## config.mk

```make
export PLATFORM = sky130hd
export DESIGN_NAME = robot_remote_command_decoder
export DESIGN_NICKNAME = d
export VERILOG_FILES = /design/src/rtl/rrcd_pkg.sv /design/src/rtl/rrcd_cfg.sv /design/src/rtl/rrcd_state.sv /design/src/rtl/robot_remote_command_decoder.sv
export VERILOG_INCLUDE_DIRS = /design/src /design/src/rtl
export SDC_FILE = /design/constraint.sdc
export NUM_CORES = 1
export LEC_CHECK = 0
export ABC_AREA = 1
export BUFFER_PORTS_ARGS = -buffer_cell sky130_fd_sc_hd__buf_4
export CORE_MARGIN = 2
export CORE_UTILIZATION = 63
export DETAILED_ROUTE_END_ITERATION = 10
export PLACE_DENSITY_LB_ADDON = 0.2
export SLEW_MARGIN = 40
export SYNTH_ARGS = -nofsm -noshare
export SYNTH_HDL_FRONTEND = slang
export SYNTH_HIERARCHICAL = 1
export SYNTH_SLANG_ARGS = --single-unit
```

## constraint.sdc

```tcl
create_clock -name clk_i -period 9.49 [get_ports clk_i]
set_input_delay 1.4235 -clock clk_i [delete_from_list [all_inputs] [get_ports clk_i]]
set_output_delay 1.4235 -clock clk_i [all_outputs]
set_load 0.02 [all_outputs]
```

## src/rtl/assert_macros.svh

```systemverilog
// Assertion macros shared by the remote command decoder RTL.
// Each macro expects clk_i and rst_ni to be in scope where it is used.
`ifndef ASSERT_MACROS_SVH
`define ASSERT_MACROS_SVH

// Property must hold at every clock edge outside reset.
`define RRCD_ASSERT(label, prop, msg) \
  label: assert property (@(posedge clk_i) disable iff (!rst_ni) (prop)) \
    else $error(msg);

// Condition must never be seen at a clock edge outside reset.
`define RRCD_ASSERT_NEVER(label, cond, msg) \
  label: assert property (@(posedge clk_i) disable iff (!rst_ni) !(cond)) \
    else $error(msg);

`endif

```

## src/rtl/rrcd_pkg.sv

```systemverilog
// Package for the remote command decoder: types, command codes and limits.
// Used by rrcd_cfg, rrcd_state and robot_remote_command_decoder.
`timescale 1ns / 1ps
`default_nettype none

package rrcd_pkg;

  // ASCII characters used as group and code bytes.
  localparam logic [7:0] CHAR_0 = 8'd48;
  localparam logic [7:0] CHAR_1 = 8'd49;
  localparam logic [7:0] CHAR_2 = 8'd50;
  localparam logic [7:0] CHAR_3 = 8'd51;
  localparam logic [7:0] CHAR_4 = 8'd52;
  localparam logic [7:0] CHAR_5 = 8'd53;
  localparam logic [7:0] CHAR_6 = 8'd54;
  localparam logic [7:0] CHAR_7 = 8'd55;
  localparam logic [7:0] CHAR_8 = 8'd56;
  localparam logic [7:0] CHAR_9 = 8'd57;

  // Head angle limits and centre, in degrees.
  localparam logic [8:0] ANGLE_MAX    = 9'd180;
  localparam logic [7:0] ANGLE_STEP   = 8'd5;
  localparam logic [7:0] ANGLE_CENTRE = 8'd90;

  // Gait parameter limits and steps.
  localparam logic [6:0] LEN_MAX     = 7'd55;
  localparam logic [5:0] LEN_MIN_DN  = 6'd25;
  localparam logic [5:0] LEN_STEP    = 6'd5;
  localparam logic [7:0] PER_MAX     = 8'd70;
  localparam logic [6:0] PER_MIN_DN  = 7'd26;
  localparam logic [5:0] HGT_MAX     = 6'd28;
  localparam logic [4:0] HGT_MIN_DN  = 5'd14;
  localparam logic [4:0] HGT_STEP    = 5'd2;

  // Register reset values.
  localparam logic [15:0] TIMEOUT_RST = 16'd200;
  localparam logic [5:0]  LEN_RST     = 6'd40;
  localparam logic [6:0]  PER_RST     = 7'd40;
  localparam logic [4:0]  HGT_RST     = 5'd20;

  // Item kinds and sources.
  localparam logic KIND_TICK     = 1'b0;
  localparam logic KIND_CMD      = 1'b1;
  localparam logic SRC_WIRELESS  = 1'b0;

  typedef enum logic [1:0] {
    REG_TIMEOUT  = 2'd0,
    REG_LEN_INIT = 2'd1,
    REG_PER_INIT = 2'd2,
    REG_HGT_INIT = 2'd3
  } reg_idx_e;

  typedef enum logic [3:0] {
    MOT_STATIC = 4'd0,
    MOT_STEP   = 4'd1,
    MOT_FWD    = 4'd2,
    MOT_BACK   = 4'd3,
    MOT_LEFT   = 4'd4,
    MOT_RIGHT  = 4'd5,
    MOT_TURN_L = 4'd6,
    MOT_TURN_R = 4'd7,
    MOT_IMU    = 4'd8
  } motion_e;

  typedef enum logic [1:0] {
    GAIT_STAND = 2'd0,
    GAIT_WALK  = 2'd1,
    GAIT_TROT  = 2'd2,
    GAIT_TWIST = 2'd3
  } gait_e;

  typedef enum logic [1:0] {
    HEAD_NONE  = 2'd0,
    HEAD_NOD   = 2'd1,
    HEAD_SHAKE = 2'd2,
    HEAD_TILT  = 2'd3
  } head_e;

  // One input item.
  typedef struct packed {
    logic       kind;
    logic       source;
    logic [7:0] group_char;
    logic [7:0] code_char;
  } item_t;

  // Decoded state, ordered so that the last field sits in the lowest bits.
  typedef struct packed {
    logic       link_up;
    logic       trot_flag;
    logic [4:0] step_height;
    logic [6:0] step_period;
    logic [5:0] step_length;
    head_e      head_motion;
    logic [7:0] roll_deg;
    logic [7:0] pitch_deg;
    logic [7:0] yaw_deg;
    gait_e      gait;
    motion_e    motion_state;
  } result_t;

  // Configuration values and the load strobes for the working parameters.
  typedef struct packed {
    logic [15:0] timeout_ticks;
    logic        len_load;
    logic        per_load;
    logic        hgt_load;
    logic [5:0]  len_init;
    logic [6:0]  per_init;
    logic [4:0]  hgt_init;
  } cfg_t;

endpackage

`default_nettype wire

```

## src/rtl/rrcd_cfg.sv

```systemverilog
// Configuration register file behind the APB-style port.
// Depends on rrcd_pkg for the register indexes and reset values.
`timescale 1ns / 1ps
`default_nettype none

module rrcd_cfg (
  input  wire logic         clk_i,
  input  wire logic         rst_ni,
  input  wire logic         psel,
  input  wire logic         penable,
  input  wire logic         pwrite,
  input  wire logic [3:0]   paddr,
  input  wire logic [31:0]  pwdata,
  output logic [31:0]       prdata,
  output logic              pready,
  output rrcd_pkg::cfg_t    cfg_o
);

  logic                wr_en;
  rrcd_pkg::reg_idx_e  idx;
  logic [15:0]         timeout_q, timeout_d;
  logic [5:0]          len_init_q, len_init_d;
  logic [6:0]          per_init_q, per_init_d;
  logic [4:0]          hgt_init_q, hgt_init_d;
  logic                len_load, per_load, hgt_load;

  assign pready = 1'b1;
  assign wr_en  = psel & penable & pwrite;
  assign idx    = rrcd_pkg::reg_idx_e'(paddr[3:2]);

  // Write decode.
  always_comb begin
    timeout_d  = timeout_q;
    len_init_d = len_init_q;
    per_init_d = per_init_q;
    hgt_init_d = hgt_init_q;
    len_load   = 1'b0;
    per_load   = 1'b0;
    hgt_load   = 1'b0;
    if (wr_en) begin
      unique case (idx)
        rrcd_pkg::REG_TIMEOUT:  timeout_d = pwdata[15:0];
        rrcd_pkg::REG_LEN_INIT: begin
          len_init_d = pwdata[5:0];
          len_load   = 1'b1;
        end
        rrcd_pkg::REG_PER_INIT: begin
          per_init_d = pwdata[6:0];
          per_load   = 1'b1;
        end
        rrcd_pkg::REG_HGT_INIT: begin
          hgt_init_d = pwdata[4:0];
          hgt_load   = 1'b1;
        end
        default: ;
      endcase
    end
  end

  // The working parameters load straight from the write data.
  assign cfg_o.timeout_ticks = timeout_q;
  assign cfg_o.len_load      = len_load;
  assign cfg_o.per_load      = per_load;
  assign cfg_o.hgt_load      = hgt_load;
  assign cfg_o.len_init      = pwdata[5:0];
  assign cfg_o.per_init      = pwdata[6:0];
  assign cfg_o.hgt_init      = pwdata[4:0];

  // Register storage.
  always_ff @(posedge clk_i or negedge rst_ni) begin
    if (!rst_ni) begin
      timeout_q  <= rrcd_pkg::TIMEOUT_RST;
      len_init_q <= rrcd_pkg::LEN_RST;
      per_init_q <= rrcd_pkg::PER_RST;
      hgt_init_q <= rrcd_pkg::HGT_RST;
    end else begin
      timeout_q  <= timeout_d;
      len_init_q <= len_init_d;
      per_init_q <= per_init_d;
      hgt_init_q <= hgt_init_d;
    end
  end

  // Read back.
  always_comb begin
    unique case (idx)
      rrcd_pkg::REG_TIMEOUT:  prdata = {16'd0, timeout_q};
      rrcd_pkg::REG_LEN_INIT: prdata = {26'd0, len_init_q};
      rrcd_pkg::REG_PER_INIT: prdata = {25'd0, per_init_q};
      rrcd_pkg::REG_HGT_INIT: prdata = {27'd0, hgt_init_q};
      default:                prdata = 32'd0;
    endcase
  end

endmodule

`default_nettype wire

```

## src/rtl/rrcd_state.sv

```systemverilog
// Decoded robot state and the command decode that updates it per item.
// Depends on rrcd_pkg and assert_macros.svh.
`timescale 1ns / 1ps
`default_nettype none

`include "assert_macros.svh"

module rrcd_state (
  input  wire logic             clk_i,
  input  wire logic             rst_ni,
  input  wire logic             advance_i,
  input  wire rrcd_pkg::item_t  item_i,
  input  wire rrcd_pkg::cfg_t   cfg_i,
  output rrcd_pkg::result_t     result_o
);

  rrcd_pkg::result_t st_q, st_d;
  logic [15:0]       idle_q, idle_d, idle_inc;

  // Step conditions for the gait parameters and head angles.
  logic len_up_ok, len_dn_ok, per_up_ok, per_dn_ok, hgt_up_ok, hgt_dn_ok;
  logic yaw_up_ok, yaw_dn_ok, pit_up_ok, pit_dn_ok, rol_up_ok, rol_dn_ok;
  logic angles_ok;
  logic trot_gait;

  assign len_up_ok = ({1'b0, st_q.step_length} + 7'd5) <= rrcd_pkg::LEN_MAX;
  assign len_dn_ok = st_q.step_length >= rrcd_pkg::LEN_MIN_DN;
  assign per_up_ok = ({1'b0, st_q.step_period} + 8'd1) <= rrcd_pkg::PER_MAX;
  assign per_dn_ok = st_q.step_period >= rrcd_pkg::PER_MIN_DN;
  assign hgt_up_ok = ({1'b0, st_q.step_height} + 6'd2) <= rrcd_pkg::HGT_MAX;
  assign hgt_dn_ok = st_q.step_height >= rrcd_pkg::HGT_MIN_DN;
  assign yaw_up_ok = ({1'b0, st_q.yaw_deg} + 9'd5) <= rrcd_pkg::ANGLE_MAX;
  assign yaw_dn_ok = st_q.yaw_deg >= rrcd_pkg::ANGLE_STEP;
  assign pit_up_ok = ({1'b0, st_q.pitch_deg} + 9'd5) <= rrcd_pkg::ANGLE_MAX;
  assign pit_dn_ok = st_q.pitch_deg >= rrcd_pkg::ANGLE_STEP;
  assign rol_up_ok = ({1'b0, st_q.roll_deg} + 9'd5) <= rrcd_pkg::ANGLE_MAX;
  assign rol_dn_ok = st_q.roll_deg >= rrcd_pkg::ANGLE_STEP;

  // Saturating tick count.
  assign idle_inc = (idle_q == 16'hFFFF) ? idle_q : idle_q + 16'd1;

  // Decode of one item into the next state.
  always_comb begin
    st_d   = st_q;
    idle_d = idle_q;
    if (advance_i) begin
      if (item_i.kind == rrcd_pkg::KIND_CMD) begin
        unique case (item_i.group_char)
          rrcd_pkg::CHAR_0: begin
            unique case (item_i.code_char)
              rrcd_pkg::CHAR_5: st_d.motion_state = rrcd_pkg::MOT_STEP;
              rrcd_pkg::CHAR_2: st_d.motion_state = rrcd_pkg::MOT_FWD;
              rrcd_pkg::CHAR_8: st_d.motion_state = rrcd_pkg::MOT_BACK;
              rrcd_pkg::CHAR_4: st_d.motion_state = rrcd_pkg::MOT_LEFT;
              rrcd_pkg::CHAR_6: st_d.motion_state = rrcd_pkg::MOT_RIGHT;
              rrcd_pkg::CHAR_1: st_d.motion_state = rrcd_pkg::MOT_TURN_L;
              rrcd_pkg::CHAR_3: st_d.motion_state = rrcd_pkg::MOT_TURN_R;
              rrcd_pkg::CHAR_7: begin
                if (st_q.gait == rrcd_pkg::GAIT_TROT) begin
                  st_d.trot_flag = 1'b1;
                end else if (st_q.gait == rrcd_pkg::GAIT_TWIST) begin
                  st_d.motion_state = rrcd_pkg::MOT_IMU;
                end
              end
              default: ;
            endcase
          end
          rrcd_pkg::CHAR_1: begin
            st_d.trot_flag    = 1'b0;
            st_d.motion_state = rrcd_pkg::MOT_STATIC;
            unique case (item_i.code_char)
              rrcd_pkg::CHAR_0: st_d.gait = rrcd_pkg::GAIT_WALK;
              rrcd_pkg::CHAR_1: st_d.gait = rrcd_pkg::GAIT_TROT;
              rrcd_pkg::CHAR_3: st_d.gait = rrcd_pkg::GAIT_TWIST;
              default:          st_d.gait = rrcd_pkg::GAIT_STAND;
            endcase
          end
          rrcd_pkg::CHAR_2: begin
            unique case (item_i.code_char)
              rrcd_pkg::CHAR_1: if (len_up_ok) st_d.step_length = st_q.step_length + 6'd5;
              rrcd_pkg::CHAR_2: if (len_dn_ok) st_d.step_length = st_q.step_length - 6'd5;
              rrcd_pkg::CHAR_3: if (per_up_ok) st_d.step_period = st_q.step_period + 7'd1;
              rrcd_pkg::CHAR_4: if (per_dn_ok) st_d.step_period = st_q.step_period - 7'd1;
              rrcd_pkg::CHAR_5: if (hgt_up_ok) st_d.step_height = st_q.step_height + 5'd2;
              rrcd_pkg::CHAR_6: if (hgt_dn_ok) st_d.step_height = st_q.step_height - 5'd2;
              default: ;
            endcase
          end
          rrcd_pkg::CHAR_3: begin
            unique case (item_i.code_char)
              rrcd_pkg::CHAR_1: begin
                if (yaw_up_ok) st_d.yaw_deg = st_q.yaw_deg + 8'd5;
                st_d.head_motion = rrcd_pkg::HEAD_NONE;
              end
              rrcd_pkg::CHAR_2: begin
                if (yaw_dn_ok) st_d.yaw_deg = st_q.yaw_deg - 8'd5;
                st_d.head_motion = rrcd_pkg::HEAD_NONE;
              end
              rrcd_pkg::CHAR_3: begin
                if (pit_up_ok) st_d.pitch_deg = st_q.pitch_deg + 8'd5;
                st_d.head_motion = rrcd_pkg::HEAD_NONE;
              end
              rrcd_pkg::CHAR_4: begin
                if (pit_dn_ok) st_d.pitch_deg = st_q.pitch_deg - 8'd5;
                st_d.head_motion = rrcd_pkg::HEAD_NONE;
              end
              rrcd_pkg::CHAR_5: begin
                if (rol_up_ok) st_d.roll_deg = st_q.roll_deg + 8'd5;
                st_d.head_motion = rrcd_pkg::HEAD_NONE;
              end
              rrcd_pkg::CHAR_6: begin
                if (rol_dn_ok) st_d.roll_deg = st_q.roll_deg - 8'd5;
                st_d.head_motion = rrcd_pkg::HEAD_NONE;
              end
              rrcd_pkg::CHAR_7: st_d.head_motion = rrcd_pkg::HEAD_NOD;
              rrcd_pkg::CHAR_8: st_d.head_motion = rrcd_pkg::HEAD_SHAKE;
              rrcd_pkg::CHAR_9: st_d.head_motion = rrcd_pkg::HEAD_TILT;
              rrcd_pkg::CHAR_0: begin
                st_d.head_motion = rrcd_pkg::HEAD_NONE;
                st_d.yaw_deg     = rrcd_pkg::ANGLE_CENTRE;
                st_d.pitch_deg   = rrcd_pkg::ANGLE_CENTRE;
                st_d.roll_deg    = rrcd_pkg::ANGLE_CENTRE;
              end
              default: ;
            endcase
          end
          default: ;
        endcase
        // A wireless command refreshes the link after the decode.
        if (item_i.source == rrcd_pkg::SRC_WIRELESS) begin
          idle_d       = 16'd0;
          st_d.link_up = 1'b1;
        end
      end else begin
        idle_d = idle_inc;
        if (idle_inc >= cfg_i.timeout_ticks) begin
          st_d.link_up = 1'b0;
        end
      end
    end
    // Init register writes reload the working parameters.
    if (cfg_i.len_load) st_d.step_length = cfg_i.len_init;
    if (cfg_i.per_load) st_d.step_period = cfg_i.per_init;
    if (cfg_i.hgt_load) st_d.step_height = cfg_i.hgt_init;
  end

  assign result_o = st_d;

  // State registers.
  always_ff @(posedge clk_i or negedge rst_ni) begin
    if (!rst_ni) begin
      st_q.motion_state <= rrcd_pkg::MOT_STATIC;
      st_q.gait         <= rrcd_pkg::GAIT_STAND;
      st_q.yaw_deg      <= rrcd_pkg::ANGLE_CENTRE;
      st_q.pitch_deg    <= rrcd_pkg::ANGLE_CENTRE;
      st_q.roll_deg     <= rrcd_pkg::ANGLE_CENTRE;
      st_q.head_motion  <= rrcd_pkg::HEAD_NONE;
      st_q.step_length  <= rrcd_pkg::LEN_RST;
      st_q.step_period  <= rrcd_pkg::PER_RST;
      st_q.step_height  <= rrcd_pkg::HGT_RST;
      st_q.trot_flag    <= 1'b0;
      st_q.link_up      <= 1'b0;
      idle_q            <= 16'd0;
    end else begin
      st_q   <= st_d;
      idle_q <= idle_d;
    end
  end

  // Terms used by the checks below.
  assign angles_ok = ({1'b0, st_q.yaw_deg} <= rrcd_pkg::ANGLE_MAX) &&
                     ({1'b0, st_q.pitch_deg} <= rrcd_pkg::ANGLE_MAX) &&
                     ({1'b0, st_q.roll_deg} <= rrcd_pkg::ANGLE_MAX);
  assign trot_gait = (st_q.gait == rrcd_pkg::GAIT_TROT);

  // Angles start at the centre and only step inside their range.
  `RRCD_ASSERT(a_angles_in_range, angles_ok, "head angle out of range")
  // The trot flag is only ever raised while trotting.
  `RRCD_ASSERT(a_trot_in_trot, $rose(st_q.trot_flag) |-> trot_gait, "trot flag outside trot gait")
  // The link comes up only together with a cleared tick count.
  `RRCD_ASSERT(a_link_clears_idle, $rose(st_q.link_up) |-> idle_q == 16'd0, "link up, stale count")

endmodule

`default_nettype wire

```

## src/rtl/robot_remote_command_decoder.sv

```systemverilog
// Remote command decoder for a legged robot: two-character ASCII commands
// and link ticks go in, one full status snapshot comes out per item.
// Channels: slave stream (s_axis_*) carries items, master stream (m_axis_*)
// carries results, and an APB-style port writes and reads four registers:
// timeout_ticks at 0x0, step_length_init at 0x4, step_period_init at 0x8
// and step_height_init at 0xC. Writing an init register also reloads the
// working gait parameter.
// Each input transfer yields exactly one output transfer holding the state
// after that item. An item passes through the input register, then the
// decode, which updates the state and loads the output register. The
// throughput is one item per cycle while the receiver does not stall, as
// the decode and state update take a new item whenever the output moves.
// At reset both streams are empty, the head sits at 90 degrees, motion is
// static, gait is stand and the link is reported down.
// When the receiver stalls, the output register holds its result and the
// input register still takes one more item; after that s_axis_tready drops
// until the output is taken.
// Depends on rrcd_pkg, rrcd_cfg, rrcd_state and assert_macros.svh.
`timescale 1ns / 1ps
`default_nettype none

`include "assert_macros.svh"

module robot_remote_command_decoder (
  input  wire logic        clk_i,
  input  wire logic        rst_ni,
  // Input item stream.
  input  wire logic        s_axis_tvalid,
  output logic             s_axis_tready,
  input  wire logic [15:0] s_axis_tdata,  // [7:0] group_char, [15:8] code_char
  input  wire logic [1:0]  s_axis_tuser,  // [0] kind, [1] source
  // Result stream.
  output logic             m_axis_tvalid,
  input  wire logic        m_axis_tready,
  // [3:0] motion_state, [5:4] gait, [13:6] yaw_deg, [21:14] pitch_deg,
  // [29:22] roll_deg, [31:30] head_motion, [37:32] step_length,
  // [44:38] step_period, [49:45] step_height, [50] trot_flag,
  // [51] link_up, [55:52] zero
  output logic [55:0]      m_axis_tdata,
  // Configuration port.
  input  wire logic        psel,
  input  wire logic        penable,
  input  wire logic        pwrite,
  input  wire logic [3:0]  paddr,
  input  wire logic [31:0] pwdata,
  output logic [31:0]      prdata,
  output logic             pready
);

  rrcd_pkg::item_t   item_q;
  logic              in_valid_q, in_valid_d;
  logic              out_valid_q, out_valid_d;
  rrcd_pkg::result_t out_q;
  rrcd_pkg::result_t result;
  rrcd_pkg::cfg_t    cfg;
  logic              advance;
  logic              in_xfer;

  // Configuration registers.
  rrcd_cfg u_cfg (
    .clk_i   (clk_i),
    .rst_ni  (rst_ni),
    .psel    (psel),
    .penable (penable),
    .pwrite  (pwrite),
    .paddr   (paddr),
    .pwdata  (pwdata),
    .prdata  (prdata),
    .pready  (pready),
    .cfg_o   (cfg)
  );

  // Handshake control: the item in the input register moves on whenever the
  // output register is empty or being emptied in the same cycle.
  assign advance       = in_valid_q & (~out_valid_q | m_axis_tready);
  assign s_axis_tready = ~in_valid_q | advance;
  assign in_xfer       = s_axis_tvalid & s_axis_tready;

  always_comb begin
    in_valid_d  = in_xfer | (in_valid_q & ~advance);
    out_valid_d = advance | (out_valid_q & ~m_axis_tready);
  end

  // Decode and state.
  rrcd_state u_state (
    .clk_i     (clk_i),
    .rst_ni    (rst_ni),
    .advance_i (advance),
    .item_i    (item_q),
    .cfg_i     (cfg),
    .result_o  (result)
  );

  // Valid flags.
  always_ff @(posedge clk_i or negedge rst_ni) begin
    if (!rst_ni) begin
      in_valid_q  <= 1'b0;
      out_valid_q <= 1'b0;
    end else begin
      in_valid_q  <= in_valid_d;
      out_valid_q <= out_valid_d;
    end
  end

  // Payload registers.
  always_ff @(posedge clk_i) begin
    if (in_xfer) begin
      item_q.kind       <= s_axis_tuser[0];
      item_q.source     <= s_axis_tuser[1];
      item_q.group_char <= s_axis_tdata[7:0];
      item_q.code_char  <= s_axis_tdata[15:8];
    end
    if (advance) begin
      out_q <= result;
    end
  end

  assign m_axis_tvalid = out_valid_q;
  assign m_axis_tdata  = {4'd0, out_q};

  // An item that leaves the input register always shows up as a result.
  `RRCD_ASSERT(a_advance_to_out, advance |=> out_valid_q, "decoded item lost before output")
  // Nothing is decoded without an item waiting in the input register.
  `RRCD_ASSERT_NEVER(a_no_phantom_item, advance && !in_valid_q, "decode without input item")

endmodule

`default_nettype wire

```

==> impl_metrics.env, run 1 <==
export IMPL_status="finished clean"
export IMPL_net_switching_power_mw=0.663
export IMPL_min_period_ps=3640
export IMPL_numPortBuffers=112
export IMPL_fin_ws_ps=5850
export IMPL_finalCritPeriodShare=0.384
export IMPL_skew_ps=7.80
export IMPL_remaining_drc_errors=0
export IMPL_synth_edf_count=70
export IMPL_grt_pass1_wl_um=42700
export IMPL_drt_iter0_drc=1025
export IMPL_insertion_delay_ps=430
export IMPL_yosys_top_cells_area="edfxtp_1 19%, dfrtp_1 18%, nand2_1 13%, dfstp_2 6.6%, inv_1 6.2%"
export IMPL_sw_frac_of_total=0.300
export IMPL_avgSynthCellArea_um2=7.70
export IMPL_syn_area_um2=10800
export IMPL_async_flop_share=0.598
export IMPL_place_congestion=0.935
export IMPL_routedWlPerCell_um=15.3
export IMPL_clkSlewWorstSetupHoldPaths_ps=60
export IMPL_dr_pass1_iters=7
export IMPL_n_antenna_cell=0
export IMPL_arrival_ps=3980
export IMPL_cts_sinks=174
export IMPL_coreArea_um2=16700
export IMPL_fp_dieW_um=135
export IMPL_yosysWarnings=6
export IMPL_fin_cells=1729
export IMPL_grtUsageTotal=0.294
export IMPL_r2r_start="u_state/idle_q[1]"
export IMPL_synthCells=1406
export IMPL_num_rows=47
export IMPL_synthDistinctLibCells=52
export IMPL_postCtsSetupBuffers=0
export IMPL_hp_class="reg -> reg"
export IMPL_power_share_clock=0.355
export IMPL_cts_buffers=17
export IMPL_pwr_share_comb=0.210
export IMPL_fmax_mhz=274
export IMPL_viasPerCell=5.54
export IMPL_worst_pin_slew_ps=827
export IMPL_rr_worst_depth=16
export IMPL_yosysTopAreaCell="edfxtp_1"
export IMPL_clk_path_buf_depth=2
export IMPL_antenna_found_initial=0
export IMPL_grt_pass1_vias=8875
export IMPL_end_kind="flop"
export IMPL_layout_nets=1596
export IMPL_power_leakage_nw=6.02
export IMPL_syn2layout_area_growth_pct=13.6
export IMPL_cp_required_ps=9830
export IMPL_finalPower_mw=2.21
export IMPL_crit_fanout=53
export IMPL_grt_max_degree=76
export IMPL_synth_seq_area_share=0.438
export IMPL_tritoncts="yes"
export IMPL_ioPinCount=152
export IMPL_cts_resized=0
export IMPL_initial_core_util=0.648
export IMPL_ctsHoldBuffers=0
export IMPL_startpoint_type="input port"
export IMPL_dp_cells=1697
export IMPL_rr_endpoint="m_axis_tdata[51]"
export IMPL_ctsRootBufferMaster="clkbuf_16"
export IMPL_seqPwrFrac=0.435
export IMPL_ys_ff_latch=174
export IMPL_power_density_nw_per_um2=179
export IMPL_cts_max_level=4
export IMPL_timing_setup_tns_ps=0
export IMPL_grt_overflow_total=0
export IMPL_ir_drop_v=0.000149
export IMPL_drive_gt1_frac=0.154
export IMPL_finalHoldViolations=0
export IMPL_synthFlopType="dfrtp_1"
export IMPL_power_internal_mw=1.54
export IMPL_via_count=9587
export IMPL_endpoint="u_state/idle_q[3]"
export IMPL_ant_nets=0
export IMPL_drt_wl_total_um=26500
export IMPL_rsz0062_at_grt="false"
export IMPL_die_area_um2=18200
export IMPL_holdCritStartpoint="u_cfg/per_init_q[5]"
export IMPL_startpoint="m_axis_tready"
export IMPL_slew_headroom=0.446
export IMPL_r2r_setup_slack_ps=6400
export IMPL_hpwl_um=18700
export IMPL_cap_violations=0
export IMPL_place_ws_ps=5460
export IMPL_die_y_um=135
export IMPL_finalMaxSlewViolations=0
export IMPL_finalSetupViolCount=0
export IMPL_synth_top_cell_area_share=0.194
export IMPL_criticalPathCategory="in -> reg"
## kinds of logic after synthesis
kind of cell | share of synthesized area
flip-flops | 0.438
adder cells (fa/ha/maj) | 0.0451
other | 0.00104
XOR/XNOR | 0.0259
AND/OR/NAND/NOR | 0.294
AO/OA/AOI/OAI | 0.0899
buffers and inverters | 0.107
## critical path, stage by stage
cell and delay (ps):
buf_4 80, inv_2 50, a21oi_4 140, buf_4 610, inv_1 200, nor2_1 680, clkinv_1 530, o22ai_1 230
## per-stage QoR
stage / utilization / hold WS (ps) / cell area [µm²]
3_5_place_dp: 0.696 / 454 / 11600
3_3_place_gp: 0.695 / 456 / 11600
4_1_cts: 0.736 / 463 / 12300
2_1_floorplan: - / 434 / 10900
6_report: 0.736 / 466 / 12300
5_1_grt: 0.736 / 487 / 12300
## placed cells by master (no fill, tap or decap), drive strengths merged, types with 7 or more instances in the layout
cell type / count
a21oi: 88
buf: 115
clkbuf: 17
clkinv: 9
conb: 21
dfrtp: 77
dfstp: 27
edfxtp: 70
ha: 39
inv: 191
nand2: 398
nand3: 131
nand4: 22
nor2: 140
nor3: 16
o211ai: 7
o21ai: 53
o22ai: 9
xor2: 29
## layer usage
layer  share of wire  GRT usage
met4           0.024     0.0914
met2            0.48      0.482
met3           0.065     0.0556
met5               0          0
met1            0.43      0.399
## layout make-up
type / instances / area (µm²)
fill: 1340 / 4400
sequential: 174 / 4740
clock buffer: 17 / 425
timing repair buffer: 115 / 867
multi-input combinational: 994 / 5020
tap: 220 / 275
inverter: 194 / 729
clock inverter: 15 / 243
## registers in the layout, indices dropped and copies added, names as in the netlist
name              cells
u_state/st_q         52
u_cfg/timeout_q      16
u_cfg/hgt_init_q      5
m_axis_tdata         52
in_valid_q            1
u_cfg/len_init_q      6
u_state/idle_q       16
m_axis_tvalid         1
u_cfg/per_init_q      7
item_q               18
## Yosys cell counts, types with 3 or more instances
| cell type | count |
|---|---|
| a31oi_1 | 4 |
| edfxtp_1 | 70 |
| or2_2 | 5 |
| nand2_1 | 383 |
| nor2_2 | 9 |
| nand4_1 | 20 |
| o22ai_1 | 9 |
| nand3_1 | 126 |
| a22oi_1 | 5 |
| nor2_1 | 127 |
| nor2_4 | 4 |
| o21ai_0 | 45 |
| dfstp_2 | 27 |
| nand3b_1 | 6 |
| nand2_2 | 13 |
| o31ai_1 | 3 |
| o21ai_1 | 8 |
| o211ai_1 | 7 |
| nor3_1 | 14 |
| buf_4 | 45 |
| inv_2 | 11 |
| xnor2_1 | 3 |
| o21bai_1 | 3 |
| buf_2 | 11 |
| nand3_2 | 4 |
| clkbuf_1 | 3 |
| inv_1 | 179 |
| conb_1 | 3 |
| ha_1 | 39 |
| xor2_1 | 29 |
| a21oi_1 | 87 |
| dfrtp_1 | 77 |
| clkinv_1 | 3 |
## power groups by stage
stage          Combinational (mW)  Sequential [mW]  Clock, mW
2_1_floorplan               0.312            0.971          0
3_3_place_gp                0.438            0.969          0
4_1_cts                     0.459            0.957      0.794
5_1_grt                     0.521            0.969      0.826
6_report                    0.464            0.959      0.783
3_5_place_dp                0.452            0.969          0
## worst min-delay path by stage
stage	endpoint	slack [ps]	depth (start not counted)
after floorplan	u_state/st_q[31]	430	2
after global placement	u_cfg/hgt_init_q[4]	460	2
after detailed placement	u_cfg/per_init_q[5]	450	2
after CTS	u_cfg/per_init_q[5]	460	2
after global routing	u_cfg/timeout_q[7]	490	2
final	u_cfg/per_init_q[5]	470	2
(Power assumes the default switching activity.)
==> inputs of run 2 (changes only) <==
- CORE_UTILIZATION: 63 -> 59
- clock period: 9.49 -> 3.43 ns (I/O delays scaled with it)
==> run 2 against run 1 <==
  * Die area up 6.6%
  * Worst setup slack worse by 5400 ps
  * Clock power rose to 2.5 times the previous value
==> impl_metrics.env, run 2 (synthesized netlist as in run 1, its figures left out) <==
export IMPL_rr_endpoint="m_axis_tdata[51]"
export IMPL_ctsRootBufferMaster="clkbuf_16"
export IMPL_r2r_start="u_state/idle_q[3]"
export IMPL_hp_class="in -> async"
export IMPL_dr_pass1_iters=7
export IMPL_slew_headroom=0.482
export IMPL_endpoint="m_axis_tdata[51]"
export IMPL_r2r_setup_slack_ps=450
export IMPL_startpoint="u_state/idle_q[3]"
export IMPL_grt_overflow_total=0
export IMPL_power_density_nw_per_um2=482
export IMPL_crit_fanout=6
export IMPL_rr_worst_depth=16
export IMPL_layout_common_cells="383 x nand2_1, 179 x inv_1, 127 x nor2_1"
export IMPL_drive_gt1_frac=0.155
export IMPL_finalMaxSlewViolations=0
export IMPL_criticalPathCategory="reg -> reg"
export IMPL_initial_core_util=0.602
export IMPL_place_congestion=0.935
export IMPL_clkSlewWorstSetupHoldPaths_ps=70
export IMPL_fmax_mhz=336
export IMPL_via_count=9581
export IMPL_cts_buffers=17
export IMPL_tritoncts="yes"
export IMPL_wl_met1_um=11500
export IMPL_fin_ws_ps=451
export IMPL_drt_wl_total_um=26000
export IMPL_min_period_ps=2980
export IMPL_worst_pin_slew_ps=778
export IMPL_timing_setup_tns_ps=0
export IMPL_fp_dieW_um=139
export IMPL_skew_ps=11.3
export IMPL_end_kind="flop"
export IMPL_viasPerCell=5.50
export IMPL_grtUsageTotal=0.268
export IMPL_cts_resized=0
export IMPL_die_y_um=139
export IMPL_arrival_ps=3250
export IMPL_numPortBuffers=112
export IMPL_n_antenna_cell=0
export IMPL_finalHoldViolations=0
export IMPL_drt_iter0_drc=694
export IMPL_cap_violations=0
export IMPL_layout_nets=1601
export IMPL_remaining_drc_errors=0
export IMPL_syn2layout_area_growth_pct=13.5
export IMPL_rsz0062_at_grt="false"
export IMPL_insertion_delay_ps=430
export IMPL_place_ws_ps=552
export IMPL_status="finished clean"
export IMPL_grt_pass1_vias=8828
export IMPL_grt_pass1_wl_um=42400
export IMPL_finalCritPeriodShare=0.869
export IMPL_ant_nets=0
export IMPL_power_leakage_nw=6.04
export IMPL_grt_max_degree=59
export IMPL_postCtsSetupBuffers=0
export IMPL_cts_sinks=174
export IMPL_met3_length_um=1660
export IMPL_wl_met2_um=12300
export IMPL_die_area_um2=19400
export IMPL_coreArea_um2=18000
export IMPL_mostFrequentLayoutCell="nand2_1"
export IMPL_finalSetupViolCount=0
export IMPL_antenna_found_initial=1
export IMPL_cp_required_ps=3700
export IMPL_ir_drop_v=0.000385
export IMPL_ctsHoldBuffers=0
export IMPL_hpwl_um=18600
export IMPL_cts_max_level=4
export IMPL_clk_path_buf_depth=2
export IMPL_ioPinCount=152
export IMPL_dr_max_layer_used="met5"
export IMPL_num_rows=49
export IMPL_startpoint_type="flop"
export IMPL_routedWlPerCell_um=14.9
[run 2: cell types whose count changed in the layout (fill, tap and decap cells not counted), sizes merged]
cell	change
buf	+5
bufinv	-3
clkbuf	+2
clkinv	+2
clkinvlp	-2
inv	+1
[run 2: power by group]
part	internal [mW]	switching, mW	leakage [nW]
registers	2.45	0.207	1.94
clock network	1.17	0.817	0.297
logic	0.458	0.817	3.80
total	4.07	1.84	6.04
[run 2: how the worst min path moves through the flow]
stage | startpoint | end | slack, ps | cells after the start
global route | rst_ni | u_state/st_q[24] | 100 | 1
floorplan | rst_ni | in_valid_q | 220 | 0
CTS | rst_ni | u_state/st_q[22] | 210 | 1
finish | rst_ni | u_state/st_q[24] | 70 | 1
global placement | u_cfg/len_init_q[5] | u_cfg/len_init_q[5] | 450 | 2
detailed placement | u_cfg/per_init_q[5] | u_cfg/per_init_q[5] | 460 | 2
[run 2: cell type report]
type | count | area, µm²
fillers | 1515 | 5680
multi-input cells | 994 | 5010
flip-flops and latches | 174 | 4740
repair buffers | 120 | 917
inverters | 194 | 729
clock buffers | 19 | 443
well taps | 229 | 287
clock inverters | 13 | 163
[run 2: critical path, stage by stage (launching register included)]
cell and delay, ps:
dfrtp_1 430, inv_1 80, nor3_1 290, nand2_1 160, nor2_2 160, nand4_1 180
nor2_1 130, nor2_1 50, a31oi_1 210, ha_1 290, nand2_1 90, inv_1 40
nand3_1 80, inv_1 50, a21oi_1 200, nand3_1 160, a21oi_1 210
[run 2: routing by layer]
metal | track usage | up-vias
li1 | - | 4699
met1 | 0.355 | 4521
met2 | 0.446 | 319
met3 | 0.0578 | 40
met4 | 0.0787 | 2
met5 | 0 | -
[run 2: per-stage QoR]
| stage | cell area, µm² | std cells | utilization | total power [mW] | hold WS [ps] |
|---|---|---|---|---|---|
| 4_1_cts | 12300 | 1743 | 0.684 | 5.94 | 213 |
| 3_3_place_gp | 11700 | 1711 | 0.650 | 3.90 | 454 |
| 6_report | 12300 | 1743 | 0.684 | 5.92 | 69.5 |
| 2_1_floorplan | 10900 | 1424 | - | 3.55 | 219 |
| 3_5_place_dp | 11700 | 1711 | 0.650 | 3.94 | 457 |
| 5_1_grt | 12300 | 1743 | 0.684 | 6.22 | 96.8 |
==> inputs of run 3 (changes only) <==
- CORE_UTILIZATION: 59 -> 58
- REMOVE_ABC_BUFFERS: unset -> 1
- SYNTH_HIERARCHICAL: 1 -> unset
==> run 3 against run 2 <==
  * The flow now finishes with violations (design-rule violations)
  * Fmax is 0.87% lower
  * Worst setup slack worse by 26 ps
  * Sequential power is 2% lower
  * Combinational power is 12% lower
  * Critical path type unchanged
  * Non-clock buffer count is 1 higher
  * Global-route usage is 0.36 points lower
  * Final area is 0.31% higher
  * Register-to-register slack worse by 30 ps
  * Die area is 0.94% higher
  * Wire length is 1.7% lower
  * Clock power is 5% lower
==> impl_metrics.env, run 3 <==
export IMPL_status="finished, violations left"
export IMPL_violations="design-rule violations"
export IMPL_synth_seq_area_share=0.441
export IMPL_synthCells=1369
export IMPL_postCtsSetupBuffers=0
export IMPL_finalHoldViolations=0
export IMPL_critPathSlowestCell="dfrtp_1"
export IMPL_synth_mux_area_fraction=0.00105
export IMPL_avgSynthCellArea_um2=7.85
export IMPL_pwr_share_comb=0.201
export IMPL_layout_common_cells="377 x nand2_1, 168 x inv_1, 121 x buf_4"
export IMPL_finalCritPeriodShare=0.876
export IMPL_fp_dieW_um=140
export IMPL_cp_required_ps=3610
export IMPL_cts_sinks=174
export IMPL_n_antenna_cell=0
export IMPL_grt_pass1_vias=8850
export IMPL_cts_resized=0
export IMPL_tritoncts="yes"
export IMPL_r2r_setup_slack_ps=420
export IMPL_synthFlopType="dfrtp_1"
export IMPL_fin_ws_ps=425
export IMPL_viasPerCell=5.49
export IMPL_die_y_um=140
export IMPL_synth_compound_area_share=0.100
export IMPL_clk_path_buf_depth=2
export IMPL_ioPinCount=152
export IMPL_timing_setup_tns_ps=0
export IMPL_finalSetupViolCount=0
export IMPL_numPortBuffers=112
export IMPL_insertion_delay_ps=430
export IMPL_ctsHoldBuffers=0
export IMPL_grtUsageTotal=0.265
export IMPL_end_kind="flop"
export IMPL_remaining_drc_errors=10
export IMPL_cap_violations=0
export IMPL_via_count=9497
export IMPL_skew_ps=9.65
export IMPL_ir_drop_v=0.000399
export IMPL_syn2layout_area_growth_pct=14.7
export IMPL_place_congestion=0.884
export IMPL_hold_ws_ps=110
export IMPL_coreArea_um2=18100
export IMPL_criticalPathCategory="reg -> reg"
export IMPL_synth_simple_area_share=0.299
export IMPL_cts_max_level=4
export IMPL_grt_pass1_wl_um=41900
export IMPL_crit_fanout=5
export IMPL_yosysTopAreaCell="edfxtp_1"
export IMPL_grt_overflow_total=0
export IMPL_power_share_clock=0.337
export IMPL_arrival_ps=3180
export IMPL_fmax_mhz=333
export IMPL_power_leakage_nw=6.05
export IMPL_synthDistinctLibCells=55
export IMPL_ctsRootBufferMaster="clkbuf_16"
export IMPL_startpoint_type="flop"
export IMPL_place_ws_ps=548
export IMPL_num_rows=49
export IMPL_seqPwrFrac=0.461
export IMPL_path_cells="ha_1 -> nand3_2 -> nor2_2 -> nand2_2 -> nor3_1 -> xor2_1 -> inv_1 -> nor2_1 -> inv_1 -> ha_1 -> nand2_1 -> inv_1 -> nand3_1 -> nor3_1 -> nand3_1 -> nand3_1 -> a2bb2oi_1"
export IMPL_ys_ff_latch=174
export IMPL_die_area_um2=19600
export IMPL_worst_pin_slew_ps=734
export IMPL_slew_headroom=0.511
export IMPL_synth_most_common_cell="nand2_1"
export IMPL_hpwl_um=18500
export IMPL_ant_nets=0
export IMPL_drive_gt1_frac=0.169
export IMPL_max_stage_delay_ps=390
export IMPL_synth_top_family_by_area="simple AND/OR/NAND/NOR gates"
export IMPL_rsz0062_at_grt="false"
export IMPL_drt_wl_total_um=25500
export IMPL_hp_class="in -> async"
export IMPL_cts_buffers=17
export IMPL_syn_area_um2=10700
export IMPL_synth_edf_count=70
export IMPL_min_period_ps=3010
export IMPL_rr_endpoint="m_axis_tdata[51]"
export IMPL_initial_core_util=0.594
export IMPL_sw_frac_of_total=0.306
export IMPL_final_area_um2=12300
export IMPL_synthAdderAreaFrac=0.0466
export IMPL_synth_commonest_cells="377 x nand2_1, 168 x inv_1, 118 x nor2_1, 116 x nand3_1, 77 x dfrtp_1"
export IMPL_finalPower_mw=5.63
export IMPL_yosys_top_cells_area="edfxtp_1 20%, dfrtp_1 18%, nand2_1 13%, dfstp_2 6.6%, inv_1 5.9%"
export IMPL_grt_max_degree=53
export IMPL_synth_xor_area_frac=0.0211
export IMPL_layout_nets=1588
export IMPL_power_density_nw_per_um2=457
export IMPL_routedWlPerCell_um=14.8
export IMPL_net_switching_power_mw=1.72
export IMPL_async_flop_share=0.598
export IMPL_power_internal_mw=3.91
export IMPL_drt_iter0_drc=697
export IMPL_rr_worst_depth=17
export IMPL_dr_pass1_iters=9
export IMPL_clkSlewWorstSetupHoldPaths_ps=70
export IMPL_antenna_found_initial=0
export IMPL_mostFrequentLayoutCell="nand2_1"
export IMPL_place_area_um2=11700
export IMPL_synth_top_cell_area_share=0.196
export IMPL_finalMaxSlewViolations=0
export IMPL_r2r_start="u_state.idle_q[0]"
export IMPL_yosysWarnings=0
==> run 3: changes by cell type in the layout (fill, tap and decap cells not counted), moves of 5 or more <==
cell / change
nand2_2: +7
nand3_1: -10
nor2_1: -9
o21ai_0: +12
a31oi_1: +7
xor2_1: -7
a21oi_1: -13
or2_2: -5
nor3_1: +5
nand2_1: -6
inv_1: -11
==> run 3: worst max-delay path, delay by kind of cell, from the launching register on <==
kind	cells	cell delay, ps
buffers and inverters	3	160
and+or+nand+nor	10	1390
DFF	1	390
AOI/OAI and AO/OA	1	90
adders and majority gates	2	540
xor gates and xnor gates	1	170
==> run 3: worst max path at each step <==
stage	from	to	slack, ps	cells after the start
floorplan	m_axis_tready	m_axis_tdata[37]	720	12
global placement	u_state.idle_q[0]	m_axis_tdata[51]	670	17
detailed placement	u_state.idle_q[1]	m_axis_tdata[51]	550	17
CTS	u_state.idle_q[0]	m_axis_tdata[51]	440	17
global route	u_state.idle_q[0]	m_axis_tdata[51]	180	17
finish	u_state.idle_q[0]	m_axis_tdata[51]	420	17
==> run 3: cells by family after synthesis <==
logic type / Yosys count
AO/OA/AOI/OAI: 191
XOR/XNOR: 25
adder cells (fa/ha/maj): 40
buffers and inverters: 225
flip-flops: 174
multiplexers: 1
other: 2
AND/OR/NAND/NOR: 711
==> run 3: routing by layer <==
layer | vias up | GRT usage | part of all wire
met4 | 0 | 0.0941 | 0.027
met2 | 296 | 0.440 | 0.49
met3 | 47 | 0.0509 | 0.053
met5 | - | 0 | 0
met1 | 4480 | 0.348 | 0.43
li1 | 4674 | - | -
==> run 3: through the flow <==
| step | instances | util |
|---|---|---|
| final | 1729 | 0.681 |
| after global routing | 1729 | 0.681 |
| after CTS | 1729 | 0.681 |
| after detailed placement | 1697 | 0.649 |
| after global placement | 1697 | 0.649 |
| after floorplan | 1347 | - |
==> run 3: cell type report <==
type,instances,area [µm²]
clock inverters,11,105
flip-flops and latches,174,4740
well taps,229,287
inverters,184,693
clock buffers,21,480
fillers,1508,5760
multi-input cells,989,5110
repair buffers,121,908
==> run 3: power groups by stage <==
stage	Combinational (mW)	Clock, mW	Sequential, mW
floorplan	0.705	0	2.65
global placement	1.09	0	2.63
detailed placement	1.12	0	2.63
CTS	1.13	1.93	2.60
global route	1.28	2.01	2.62
finish	1.13	1.90	2.60
